[src/rtl/r2y420_pkg.sv]
// Shared types, field widths and constants for the RGB to YUV 4:2:0 converter.
package r2y420_pkg;

  // Fixed field widths of the pixel and result transactions.
  localparam int PIXEL_W       = 32;
  localparam int SAMPLE_W      = 8;
  localparam int LUMA_ADDR_W   = 22;
  localparam int CHROMA_ADDR_W = 23;
  localparam int CHROMA_CNT_W  = 21;
  localparam int LANE_W        = 2;
  localparam int SIZE_CFG_W    = 12;

  // Configuration port geometry.
  localparam int CFG_DATA_W = 32;
  localparam int CFG_ADDR_W = 5;
  localparam int CFG_IDX_W  = 3;

  // Register indexes of the configuration port.
  typedef enum logic [CFG_IDX_W-1:0] {
    REG_FRAME_WIDTH   = 3'd0,
    REG_FRAME_HEIGHT  = 3'd1,
    REG_PLANAR_LAYOUT = 3'd2,
    REG_RED_LANE      = 3'd3,
    REG_GREEN_LANE    = 3'd4,
    REG_BLUE_LANE     = 3'd5
  } reg_idx_t;

  // Reset values of the configuration registers.
  localparam logic [SIZE_CFG_W-1:0] RST_FRAME_WIDTH  = 12'd640;
  localparam logic [SIZE_CFG_W-1:0] RST_FRAME_HEIGHT = 12'd480;
  localparam logic [LANE_W-1:0]     RST_RED_LANE     = 2'd0;
  localparam logic [LANE_W-1:0]     RST_GREEN_LANE   = 2'd1;
  localparam logic [LANE_W-1:0]     RST_BLUE_LANE    = 2'd2;

  // BT.601 integer coefficients; arithmetic is done in 16 bits.
  localparam int CALC_W = 16;
  localparam logic [CALC_W-1:0] Y_R_COEF  = 16'd66;
  localparam logic [CALC_W-1:0] Y_G_COEF  = 16'd129;
  localparam logic [CALC_W-1:0] Y_B_COEF  = 16'd25;
  localparam logic [CALC_W-1:0] Y_OFFSET  = 16'h1080;
  localparam logic [CALC_W-1:0] U_R_COEF  = 16'd38;
  localparam logic [CALC_W-1:0] U_G_COEF  = 16'd74;
  localparam logic [CALC_W-1:0] UV_COEF   = 16'd112;
  localparam logic [CALC_W-1:0] UV_OFFSET = 16'h8080;
  localparam logic [CALC_W-1:0] V_G_COEF  = 16'd94;
  localparam logic [CALC_W-1:0] V_B_COEF  = 16'd18;

endpackage

[src/rtl/r2y420_in_if.sv]
// Pixel input channel: valid/ready handshake with one packed pixel word.
interface r2y420_in_if
  import r2y420_pkg::*;
  ();
  logic               valid;
  logic               ready;
  logic [PIXEL_W-1:0] pixel_word;

  modport source (output valid, output pixel_word, input ready);
  modport sink (input valid, input pixel_word, output ready);
endinterface

[src/rtl/r2y420_out_if.sv]
// Result channel: valid/ready handshake with luma and chroma samples and addresses.
interface r2y420_out_if
  import r2y420_pkg::*;
  ();
  logic                     valid;
  logic                     ready;
  logic [SAMPLE_W-1:0]      luma_value;
  logic [LUMA_ADDR_W-1:0]   luma_address;
  logic                     chroma_valid;
  logic [SAMPLE_W-1:0]      cb_value;
  logic [CHROMA_ADDR_W-1:0] cb_address;
  logic [SAMPLE_W-1:0]      cr_value;
  logic [CHROMA_ADDR_W-1:0] cr_address;
  logic                     frame_end;

  modport source (
    output valid, output luma_value, output luma_address, output chroma_valid,
    output cb_value, output cb_address, output cr_value, output cr_address,
    output frame_end, input ready
  );
  modport sink (
    input valid, input luma_value, input luma_address, input chroma_valid,
    input cb_value, input cb_address, input cr_value, input cr_address,
    input frame_end, output ready
  );
endinterface

[src/rtl/rgb_to_yuv420_converter.sv]
// Top level of the RGB to YUV 4:2:0 converter with frame addressing.
// An accepted pixel passes the input register and then the result register before its result appears.
// Throughput: one pixel per cycle; the two registers form a pipeline that advances on out ready.
// Lanes and layout act from the configuration registers, sizes also via the geometry registers, as a pixel loads.
// Reset (synchronous, rst_n low) empties the pipeline, clears the frame counters
// and returns the configuration registers to 640x480, semi-planar, lanes R0 G1 B2.
module rgb_to_yuv420_converter
  import r2y420_pkg::*;
#(
  parameter int MAX_WIDTH  = 2048,
  parameter int MAX_HEIGHT = 2048
) (
  input  logic                  clk,
  input  logic                  rst_n,
  r2y420_in_if.sink             in_ch,
  r2y420_out_if.source          out_ch,
  input  logic                  cfg_psel,
  input  logic                  cfg_penable,
  input  logic                  cfg_pwrite,
  input  logic [CFG_ADDR_W-1:0] cfg_paddr,
  input  logic [CFG_DATA_W-1:0] cfg_pwdata,
  output logic [CFG_DATA_W-1:0] cfg_prdata,
  output logic                  cfg_pready
);

  // Counter and size widths follow from the frame limits.
  localparam int COL_W = $clog2(MAX_WIDTH);
  localparam int ROW_W = $clog2(MAX_HEIGHT);
  localparam int WID_W = $clog2(MAX_WIDTH + 1);
  localparam int HGT_W = $clog2(MAX_HEIGHT + 1);
  localparam int FS_W  = WID_W + HGT_W;
  localparam int SUM_W = (FS_W + 1 > CHROMA_ADDR_W) ? FS_W + 1 : CHROMA_ADDR_W;
  localparam int CMPW_W = (WID_W > SIZE_CFG_W) ? WID_W : SIZE_CFG_W;
  localparam int CMPH_W = (HGT_W > SIZE_CFG_W) ? HGT_W : SIZE_CFG_W;

  // Configuration registers.
  logic [SIZE_CFG_W-1:0] frame_width_r, frame_height_r;
  logic                  planar_layout_r;
  logic [LANE_W-1:0]     red_lane_r, green_lane_r, blue_lane_r;

  // Derived frame geometry, refreshed every cycle from the configuration.
  logic [COL_W-1:0]         wlast_r;
  logic [ROW_W-1:0]         hlast_r;
  logic [CHROMA_ADDR_W-1:0] luma_end_r;
  logic [CHROMA_ADDR_W-1:0] cr_plane_r;

  // Pipeline: input register and result register.
  logic               s1_valid_r;
  logic [PIXEL_W-1:0] s1_pixel_r;
  logic               out_valid_r;
  logic               out_free;
  logic               s1_free;
  logic               s2_load;

  // Frame counters.
  logic [COL_W-1:0]        col_r, col_nxt;
  logic [ROW_W-1:0]        row_r, row_nxt;
  logic [LUMA_ADDR_W-1:0]  luma_cnt_r, luma_cnt_nxt;
  logic [CHROMA_CNT_W-1:0] chroma_cnt_r, chroma_cnt_nxt;

  // Result register payload.
  logic [SAMPLE_W-1:0]      luma_value_r, luma_value_nxt;
  logic [LUMA_ADDR_W-1:0]   luma_address_r;
  logic                     chroma_valid_r;
  logic [SAMPLE_W-1:0]      cb_value_r, cb_value_nxt;
  logic [CHROMA_ADDR_W-1:0] cb_address_r, cb_address_nxt;
  logic [SAMPLE_W-1:0]      cr_value_r, cr_value_nxt;
  logic [CHROMA_ADDR_W-1:0] cr_address_r, cr_address_nxt;
  logic                     frame_end_r;

  // Configuration decode.
  logic                 cfg_wr;
  logic [CFG_IDX_W-1:0] cfg_idx;

  // Size clamping and frame size products.
  logic [CMPW_W-1:0]  width_ext;
  logic [CMPH_W-1:0]  height_ext;
  logic [WID_W-1:0]   width_eff;
  logic [HGT_W-1:0]   height_eff;
  logic [FS_W-1:0]    fsize;
  logic [SUM_W-1:0]   fsize_ext;
  logic [SUM_W-1:0]   fsize_5q;

  // Stage-two datapath.
  logic [CALC_W-1:0] red_s, green_s, blue_s;
  logic [CALC_W-1:0] y_sum, u_sum, v_sum;
  logic              chroma, last_col, last_row, frame_last;

  assign cfg_wr     = cfg_psel && cfg_penable && cfg_pwrite;
  assign cfg_idx    = cfg_paddr[CFG_ADDR_W-1:2];
  assign cfg_pready = 1'b1;

  // Register write port.
  always_ff @(posedge clk) begin
    if (!rst_n) begin
      frame_width_r   <= RST_FRAME_WIDTH;
      frame_height_r  <= RST_FRAME_HEIGHT;
      planar_layout_r <= 1'b0;
      red_lane_r      <= RST_RED_LANE;
      green_lane_r    <= RST_GREEN_LANE;
      blue_lane_r     <= RST_BLUE_LANE;
    end else if (cfg_wr) begin
      unique case (cfg_idx)
        REG_FRAME_WIDTH:   frame_width_r   <= cfg_pwdata[SIZE_CFG_W-1:0];
        REG_FRAME_HEIGHT:  frame_height_r  <= cfg_pwdata[SIZE_CFG_W-1:0];
        REG_PLANAR_LAYOUT: planar_layout_r <= cfg_pwdata[0];
        REG_RED_LANE:      red_lane_r      <= cfg_pwdata[LANE_W-1:0];
        REG_GREEN_LANE:    green_lane_r    <= cfg_pwdata[LANE_W-1:0];
        REG_BLUE_LANE:     blue_lane_r     <= cfg_pwdata[LANE_W-1:0];
        default: ;
      endcase
    end
  end

  // Register read port.
  always_comb begin
    cfg_prdata = '0;
    unique case (cfg_idx)
      REG_FRAME_WIDTH:   cfg_prdata = CFG_DATA_W'(frame_width_r);
      REG_FRAME_HEIGHT:  cfg_prdata = CFG_DATA_W'(frame_height_r);
      REG_PLANAR_LAYOUT: cfg_prdata = CFG_DATA_W'(planar_layout_r);
      REG_RED_LANE:      cfg_prdata = CFG_DATA_W'(red_lane_r);
      REG_GREEN_LANE:    cfg_prdata = CFG_DATA_W'(green_lane_r);
      REG_BLUE_LANE:     cfg_prdata = CFG_DATA_W'(blue_lane_r);
      default:           cfg_prdata = '0;
    endcase
  end

  // A zero size acts as one, and a size above the limit acts as the limit.
  always_comb begin
    width_ext  = CMPW_W'(frame_width_r);
    height_ext = CMPH_W'(frame_height_r);
    if (width_ext == '0) begin
      width_eff = WID_W'(1);
    end else if (width_ext > CMPW_W'(MAX_WIDTH)) begin
      width_eff = WID_W'(MAX_WIDTH);
    end else begin
      width_eff = WID_W'(width_ext);
    end
    if (height_ext == '0) begin
      height_eff = HGT_W'(1);
    end else if (height_ext > CMPH_W'(MAX_HEIGHT)) begin
      height_eff = HGT_W'(MAX_HEIGHT);
    end else begin
      height_eff = HGT_W'(height_ext);
    end
    fsize     = FS_W'(width_eff) * FS_W'(height_eff);
    fsize_ext = SUM_W'(fsize);
    fsize_5q  = fsize_ext + (fsize_ext >> 2);
  end

  // Frame geometry registers; no reset needed, they follow the configuration.
  always_ff @(posedge clk) begin
    wlast_r    <= COL_W'(width_eff - WID_W'(1));
    hlast_r    <= ROW_W'(height_eff - HGT_W'(1));
    luma_end_r <= fsize_ext[CHROMA_ADDR_W-1:0];
    cr_plane_r <= fsize_5q[CHROMA_ADDR_W-1:0];
  end

  // Handshake: the result register frees when empty or taken, the input register when empty or when it moves on.
  assign out_free    = !out_valid_r || out_ch.ready;
  assign s2_load     = s1_valid_r && out_free;
  assign s1_free     = !s1_valid_r || out_free;
  assign in_ch.ready = s1_free;

  // Input register.
  always_ff @(posedge clk) begin
    if (!rst_n) begin
      s1_valid_r <= 1'b0;
    end else if (s1_free) begin
      s1_valid_r <= in_ch.valid;
    end
  end

  always_ff @(posedge clk) begin
    if (in_ch.valid && s1_free) begin
      s1_pixel_r <= in_ch.pixel_word;
    end
  end

  // Color lanes and BT.601 weighted sums; every sum stays non-negative and under 16 bits.
  always_comb begin
    red_s   = CALC_W'(s1_pixel_r[8*red_lane_r +: SAMPLE_W]);
    green_s = CALC_W'(s1_pixel_r[8*green_lane_r +: SAMPLE_W]);
    blue_s  = CALC_W'(s1_pixel_r[8*blue_lane_r +: SAMPLE_W]);
    y_sum   = Y_R_COEF * red_s + Y_G_COEF * green_s + Y_B_COEF * blue_s + Y_OFFSET;
    u_sum   = (UV_COEF * blue_s + UV_OFFSET) - (U_R_COEF * red_s + U_G_COEF * green_s);
    v_sum   = (UV_COEF * red_s + UV_OFFSET) - (V_G_COEF * green_s + V_B_COEF * blue_s);
    luma_value_nxt = y_sum[CALC_W-1:CALC_W-SAMPLE_W];
  end

  // Position in the frame, chroma addresses and counter updates.
  always_comb begin
    chroma     = !row_r[0] && !col_r[0];
    last_col   = col_r >= wlast_r;
    last_row   = row_r >= hlast_r;
    frame_last = last_col && last_row;

    cb_value_nxt   = '0;
    cr_value_nxt   = '0;
    cb_address_nxt = '0;
    cr_address_nxt = '0;
    if (chroma) begin
      cb_value_nxt = u_sum[CALC_W-1:CALC_W-SAMPLE_W];
      cr_value_nxt = v_sum[CALC_W-1:CALC_W-SAMPLE_W];
      if (planar_layout_r) begin
        cb_address_nxt = luma_end_r + CHROMA_ADDR_W'(chroma_cnt_r);
        cr_address_nxt = cr_plane_r + CHROMA_ADDR_W'(chroma_cnt_r);
      end else begin
        cb_address_nxt = luma_end_r + {1'b0, chroma_cnt_r, 1'b0};
        cr_address_nxt = luma_end_r + {1'b0, chroma_cnt_r, 1'b1};
      end
    end

    col_nxt        = col_r;
    row_nxt        = row_r;
    luma_cnt_nxt   = luma_cnt_r;
    chroma_cnt_nxt = chroma_cnt_r;
    if (frame_last) begin
      col_nxt        = '0;
      row_nxt        = '0;
      luma_cnt_nxt   = '0;
      chroma_cnt_nxt = '0;
    end else begin
      luma_cnt_nxt = luma_cnt_r + LUMA_ADDR_W'(1);
      if (chroma) begin
        chroma_cnt_nxt = chroma_cnt_r + CHROMA_CNT_W'(1);
      end
      if (last_col) begin
        col_nxt = '0;
        row_nxt = row_r + ROW_W'(1);
      end else begin
        col_nxt = col_r + COL_W'(1);
      end
    end
  end

  // Frame counters advance once per pixel entering the result register.
  always_ff @(posedge clk) begin
    if (!rst_n) begin
      col_r        <= '0;
      row_r        <= '0;
      luma_cnt_r   <= '0;
      chroma_cnt_r <= '0;
      out_valid_r  <= 1'b0;
    end else begin
      if (s2_load) begin
        col_r        <= col_nxt;
        row_r        <= row_nxt;
        luma_cnt_r   <= luma_cnt_nxt;
        chroma_cnt_r <= chroma_cnt_nxt;
      end
      if (out_free) begin
        out_valid_r <= s1_valid_r;
      end
    end
  end

  // Result register payload.
  always_ff @(posedge clk) begin
    if (s2_load) begin
      luma_value_r   <= luma_value_nxt;
      luma_address_r <= luma_cnt_r;
      chroma_valid_r <= chroma;
      cb_value_r     <= cb_value_nxt;
      cb_address_r   <= cb_address_nxt;
      cr_value_r     <= cr_value_nxt;
      cr_address_r   <= cr_address_nxt;
      frame_end_r    <= frame_last;
    end
  end

  assign out_ch.valid        = out_valid_r;
  assign out_ch.luma_value   = luma_value_r;
  assign out_ch.luma_address = luma_address_r;
  assign out_ch.chroma_valid = chroma_valid_r;
  assign out_ch.cb_value     = cb_value_r;
  assign out_ch.cb_address   = cb_address_r;
  assign out_ch.cr_value     = cr_value_r;
  assign out_ch.cr_address   = cr_address_r;
  assign out_ch.frame_end    = frame_end_r;

`ifndef SYNTHESIS
  // The last pixel of a frame returns every counter to the frame origin.
  a_frame_restart: assert property (@(posedge clk) disable iff (!rst_n)
    (s2_load && frame_last) |=>
      (col_r == '0 && row_r == '0 && luma_cnt_r == '0 && chroma_cnt_r == '0))
    else $error("frame counters not cleared after frame end");

  // Pixels without chroma carry zero chroma fields.
  a_no_chroma_zero: assert property (@(posedge clk) disable iff (!rst_n)
    (out_valid_r && !chroma_valid_r) |->
      (cb_value_r == '0 && cr_value_r == '0 && cb_address_r == '0 && cr_address_r == '0))
    else $error("chroma fields set on a pixel without chroma");

  // In the semi-planar layout V sits right after its U sample.
  a_semi_planar_pair: assert property (@(posedge clk) disable iff (!rst_n)
    (out_valid_r && chroma_valid_r && !planar_layout_r) |->
      (cr_address_r == cb_address_r + CHROMA_ADDR_W'(1)))
    else $error("interleaved chroma addresses are not adjacent");
`endif

endmodule

[src/flat_wrapper.sv]
// flat-port wrapper written by rule: the top's interface ports become plain ports
module rgb_to_yuv420_converter_flat import r2y420_pkg::*;
#(
  parameter int MAX_WIDTH  = 2048,
  parameter int MAX_HEIGHT = 2048
)
  (clk, rst_n, cfg_psel, cfg_penable, cfg_pwrite, cfg_paddr, cfg_pwdata, cfg_prdata, cfg_pready, in_ch_valid, in_ch_pixel_word, in_ch_ready, out_ch_valid, out_ch_luma_value, out_ch_luma_address, out_ch_chroma_valid, out_ch_cb_value, out_ch_cb_address, out_ch_cr_value, out_ch_cr_address, out_ch_frame_end, out_ch_ready);
  r2y420_in_if in_ch_i ();
  r2y420_out_if out_ch_i ();
  input  logic clk;
  input  logic rst_n;
  input  logic cfg_psel;
  input  logic cfg_penable;
  input  logic cfg_pwrite;
  input  logic [CFG_ADDR_W-1:0] cfg_paddr;
  input  logic [CFG_DATA_W-1:0] cfg_pwdata;
  output logic [CFG_DATA_W-1:0] cfg_prdata;
  output logic cfg_pready;
  input wire logic [$bits(in_ch_i.valid)-1:0] in_ch_valid;
  input wire logic [$bits(in_ch_i.pixel_word)-1:0] in_ch_pixel_word;
  output wire logic [$bits(in_ch_i.ready)-1:0] in_ch_ready;
  output wire logic [$bits(out_ch_i.valid)-1:0] out_ch_valid;
  output wire logic [$bits(out_ch_i.luma_value)-1:0] out_ch_luma_value;
  output wire logic [$bits(out_ch_i.luma_address)-1:0] out_ch_luma_address;
  output wire logic [$bits(out_ch_i.chroma_valid)-1:0] out_ch_chroma_valid;
  output wire logic [$bits(out_ch_i.cb_value)-1:0] out_ch_cb_value;
  output wire logic [$bits(out_ch_i.cb_address)-1:0] out_ch_cb_address;
  output wire logic [$bits(out_ch_i.cr_value)-1:0] out_ch_cr_value;
  output wire logic [$bits(out_ch_i.cr_address)-1:0] out_ch_cr_address;
  output wire logic [$bits(out_ch_i.frame_end)-1:0] out_ch_frame_end;
  input wire logic [$bits(out_ch_i.ready)-1:0] out_ch_ready;
  assign in_ch_i.valid = in_ch_valid;
  assign in_ch_i.pixel_word = in_ch_pixel_word;
  assign in_ch_ready = in_ch_i.ready;
  assign out_ch_valid = out_ch_i.valid;
  assign out_ch_luma_value = out_ch_i.luma_value;
  assign out_ch_luma_address = out_ch_i.luma_address;
  assign out_ch_chroma_valid = out_ch_i.chroma_valid;
  assign out_ch_cb_value = out_ch_i.cb_value;
  assign out_ch_cb_address = out_ch_i.cb_address;
  assign out_ch_cr_value = out_ch_i.cr_value;
  assign out_ch_cr_address = out_ch_i.cr_address;
  assign out_ch_frame_end = out_ch_i.frame_end;
  assign out_ch_i.ready = out_ch_ready;
  rgb_to_yuv420_converter #(.MAX_WIDTH(MAX_WIDTH), .MAX_HEIGHT(MAX_HEIGHT)) u_core (.clk(clk), .rst_n(rst_n), .in_ch(in_ch_i), .out_ch(out_ch_i), .cfg_psel(cfg_psel), .cfg_penable(cfg_penable), .cfg_pwrite(cfg_pwrite), .cfg_paddr(cfg_paddr), .cfg_pwdata(cfg_pwdata), .cfg_prdata(cfg_prdata), .cfg_pready(cfg_pready));
endmodule
[config.mk]
export PLATFORM = sky130hd
export DESIGN_NAME = rgb_to_yuv420_converter_flat
export DESIGN_NICKNAME = d
export VERILOG_FILES = /design/src/rtl/r2y420_pkg.sv /design/src/rtl/r2y420_in_if.sv /design/src/rtl/r2y420_out_if.sv /design/src/rtl/rgb_to_yuv420_converter.sv /design/src/flat_wrapper.sv
export SDC_FILE = /design/constraint.sdc
export NUM_CORES = 1
export LEC_CHECK = 0
export ABC_AREA = 1
export BUFFER_PORTS_ARGS = -buffer_cell sky130_fd_sc_hd__buf_2
export CAP_MARGIN = 20
export CORE_ASPECT_RATIO = 1.4
export CORE_MARGIN = 4
export CORE_UTILIZATION = 59
export CTS_CLUSTER_DIAMETER = 40
export CTS_CLUSTER_SIZE = 10
export DETAILED_ROUTE_END_ITERATION = 10
export PLACE_DENSITY = 0.78
export REMOVE_ABC_BUFFERS = 1
export SETUP_SLACK_MARGIN = 0.1
export SYNTH_ARGS = -nofsm -noshare
export SYNTH_HDL_FRONTEND = slang
export SYNTH_SLANG_ARGS = --single-unit
[constraint.sdc]
create_clock -name clk -period 8.33 [get_ports clk]
set_clock_uncertainty 0.2 [all_clocks]
set_input_delay 1.2495 -clock clk [delete_from_list [all_inputs] [get_ports clk]]
set_output_delay 1.2495 -clock clk [all_outputs]
set_load 0.01 [all_outputs]
==> metrics.md <==
| Metric | Value |
|---|---|
| Leakage | roughly 16 nW |
| Final Hold Fails | 0 |
| Chip Width | ~200 um |
| CTS buffer count | between 40 and 50 |
| Starting Density | 59.8% |
| Iter 0 DRT Violations | roughly 1700 |
| Worst Hold End | u_core.frame_width_r[8] |
| Fin crit share | between 90% and 100% |
| Part of the power in registers | around 22% |
| Critical Path Sink Type | flip-flop |
| RSZ-0062 raised after global routing | false |
| DR DRC count | 0 |
| CTS Hold Bufs | 0 |
| DR vias | ~26000 |
| Largest net degree at the start of global routing | between 60 and 70 |
| Share of layout cells above drive strength 1 | 8.65% |
| Die area | around 55000 um^2 |
| Mapped cell area | between 20000 and 30000 um^2 |
| Slowest cell on crit path | fa_1 |
| CP required | approximately 8.6 ns |
| H-Tree Depth | 2 |
| Hold path depth | 2 |
| Switching share of total power | between 40% and 50% |
| Switch Pwr | roughly 3.8 mW |
| Max VDD drop | around 0.00060 V |
| I/O pin count | between 200 and 250 |
| Worst Hold Class | flip-flop to flip-flop |
| FF-to-FF path depth | 30 |
| Synth area leader | ha_1 |
| Detail Route Antenna Nets | 0 |
| CP arrival | ~7.8 ns |
| RR Startpoint | u_core.frame_width_r[3] |
| Yosys Warn Count | 0 |
| Area Growth Syn to Fin | 9.69% |
| Vias in the first global route | 25918 |
| Setup CP Type | flip-flop to flip-flop |
| Asr flop ratio synth | 0% |
| Sequential share of the synthesized area | 23.7% |
| Most frequent cells in the layout | 686 x nand2_1, 653 x inv_1, 402 x ha_1 |
| Post-Route Setup TNS | 0 ns |
| CTS tree | done |
| Worst skew pair latency | approximately 0.57 ns |
| Post-DP HPWL | about 66000 um |
| Avg Vias per Cell | ~5.6 |
| Min-delay src | u_core.frame_width_r[8] |
| First-pass GRT wire length | approximately 130000 um |
| Dpl ws | between 0.8 and 0.9 ns |
| Worst Tran Pin Value | around 0.82 ns |
| Endpoints failing setup | 0 |
| Commonest non-fill, non-tap cell in the layout | nand2_1 |
| Max_cap viols | 0 |
| Tmin final | about 7.5 ns |
| R2R Setup Slk | about 0.78 ns |
| Antenna cells | 0 |
| Clock power share | between 20 and 25% |
| Max Slew Vio Count | 0 |
| EDFF count, synth | 126 |
| Distinct cells, synth | 61 |
| Cells after synthesis | 3829 |
| Pwr/cell area | 262 nW/um^2 |
| Die Y | around 270 um |
| Max FO, Critical Path | 8 |
| Placer Congestion | ~1.0 |
| Post-Syn Area per Cell | between 7 and 8 um^2 |
| Initial antenna violation count | 0 |
| Clk slew on worst S/H paths | 0.06 ns |
| Final Net Count | 4675 |
| PortBufs | between 150 and 200 |
| # fillers | approximately 4300 |
| CORE AREA | 50100 um^2 |
| # rows | slightly below 100 |
| Synth top area cells | ha_1 17%, fa_1 13%, edfxtp_1 13%, dfxtp_1 11%, nand2_1 8.6% |
| Synth top area share | 16.8% |
| Global-route usage over all layers | between 20% and 30% |
| Yosys reg bits | around 290 |
| Ys flop type | dfxtp_1 |
| CTS Root Cell | clkbuf_16 |
| Routed length per instance | roughly 17 um |
| Headroom to the max-slew limit | between 40% and 50% |
| WL final | approximately 80000 um |
| CTS sink cnt | ~290 |
| Setup bufs post-CTS | 0 |
| Combinational power share | between 50 and 60% |
| Final worst setup slack | 0.784 ns |
| Reg2Reg Capture Point | u_core.cr_plane_r[22] |
| Total grt overflow | 0 |
| Slowest stage delay, CP | ~0.56 ns |
| CTS Buffer Depth | 3 |
| Outcome | completed |
| Post-cts sizing count | 0 |
| Max frequency | ~130 MHz |
| Drt first pass iters | 6 |
| Worst Setup Start Kind | flip-flop |
| Pint | between 4 and 5 mW |
[flip-flops by register name (all words and copies together), names as in the netlist, 21 cells and up]
register / count
u_core.out_ch.cb_address: 23
u_core.out_ch.cr_address: 23
u_core.out_ch.luma_address: 22
u_core.luma_cnt_r: 22
u_core.luma_end_r: 23
u_core.s1_pixel_r: 32
u_core.cr_plane_r: 23
u_core.chroma_cnt_r: 21
[cells in the mapped netlist (all sizes together) (14+ instances only)]
cell / instances
inv: 676
buf: 43
o211ai: 14
nor2: 305
a31oi: 21
nand3: 150
ha: 402
xor2: 110
nand2: 712
xnor2: 55
o21bai: 24
o21ai: 191
a21oi: 375
clkbuf: 37
nor3: 50
o22ai: 15
fa: 192
edfxtp: 126
dfxtp: 166
a32oi: 17
nand4: 64
nor4: 18
[through the flow]
step | hold WS, ns | area [um^2] | instances | total power [mW] | util (%)
after floorplan | 0.247 | 29600 | 3768 | 5.55 | -
after global placement | 0.273 | 31500 | 4602 | 6.69 | 62.8
after detailed placement | 0.273 | 31500 | 4602 | 6.81 | 62.8
after CTS | 0.296 | 32800 | 4677 | 8.59 | 65.5
after global routing | 0.309 | 32900 | 4678 | 9.40 | 65.6
final | 0.292 | 32900 | 4678 | 8.60 | 65.6
[worst max-delay path by stage]
stage	startpoint	end	depth (start not counted)
3_5_place_dp	u_core.frame_width_r[3]	u_core.cr_plane_r[22]	31
5_1_grt	u_core.frame_width_r[3]	u_core.cr_plane_r[22]	30
6_report	u_core.frame_width_r[3]	u_core.cr_plane_r[22]	30
2_1_floorplan	u_core.frame_width_r[3]	u_core.cr_plane_r[22]	33
3_3_place_gp	u_core.frame_width_r[3]	u_core.cr_plane_r[22]	31
4_1_cts	u_core.frame_width_r[3]	u_core.cr_plane_r[22]	31
[power groups by stage]
stage	Combinational [mW]	Sequential (mW)	Clock, mW
final	4.97	1.90	1.73
after global routing	5.67	1.91	1.83
after CTS	4.93	1.90	1.76
after detailed placement	4.88	1.93	0
after global placement	4.76	1.92	0
after floorplan	3.61	1.94	0
[routing by layer]
metal / vias up / GRT usage [%] / routed length (um)
met4: 0 / 16.5 / 5380
met2: 929 / 53.5 / 40200
met3: 270 / 3.23 / 4170
li1: 12907 / - / -
met5: - / 0 / 0
met1: 12223 / 34.5 / 31300
[cell type report]
type                    count  area (um^2)  share of cell area, %
clock inverters            18          183                  0.556
well taps                 643          805                   2.45
multi-input cells        2795        20000                   60.7
clock buffers              57         1190                   3.62
flip-flops and latches    292         7110                   21.6
inverters                 681         2560                   7.79
repair buffers            192         1060                   3.22
[kinds of logic (layout without fill, tap and decap cells)]
family	count (synthesis)	in the layout	synth area share, %
and+or+nand+nor	1325	1325	19.4
buffers and inverters	761	948	9.91
AOI/OAI and AO/OA	690	690	12.6
adders and majority gates	594	594	29.6
DFF	292	292	23.7
xor gates and xnor gates	165	165	4.82
other	2	21	0.0251
[worst max-delay path, delay by kind of cell (launching register included)]
family | cells | cell delay [ns]
compound gates | 2 | 0.33
xor+xnor | 1 | 0.21
fa+ha+maj | 7 | 3.41
buf+inv | 6 | 0.66
flops | 1 | 0.32
simple gates | 14 | 2.31
Note: power is estimated with default switching activity, not from simulation.
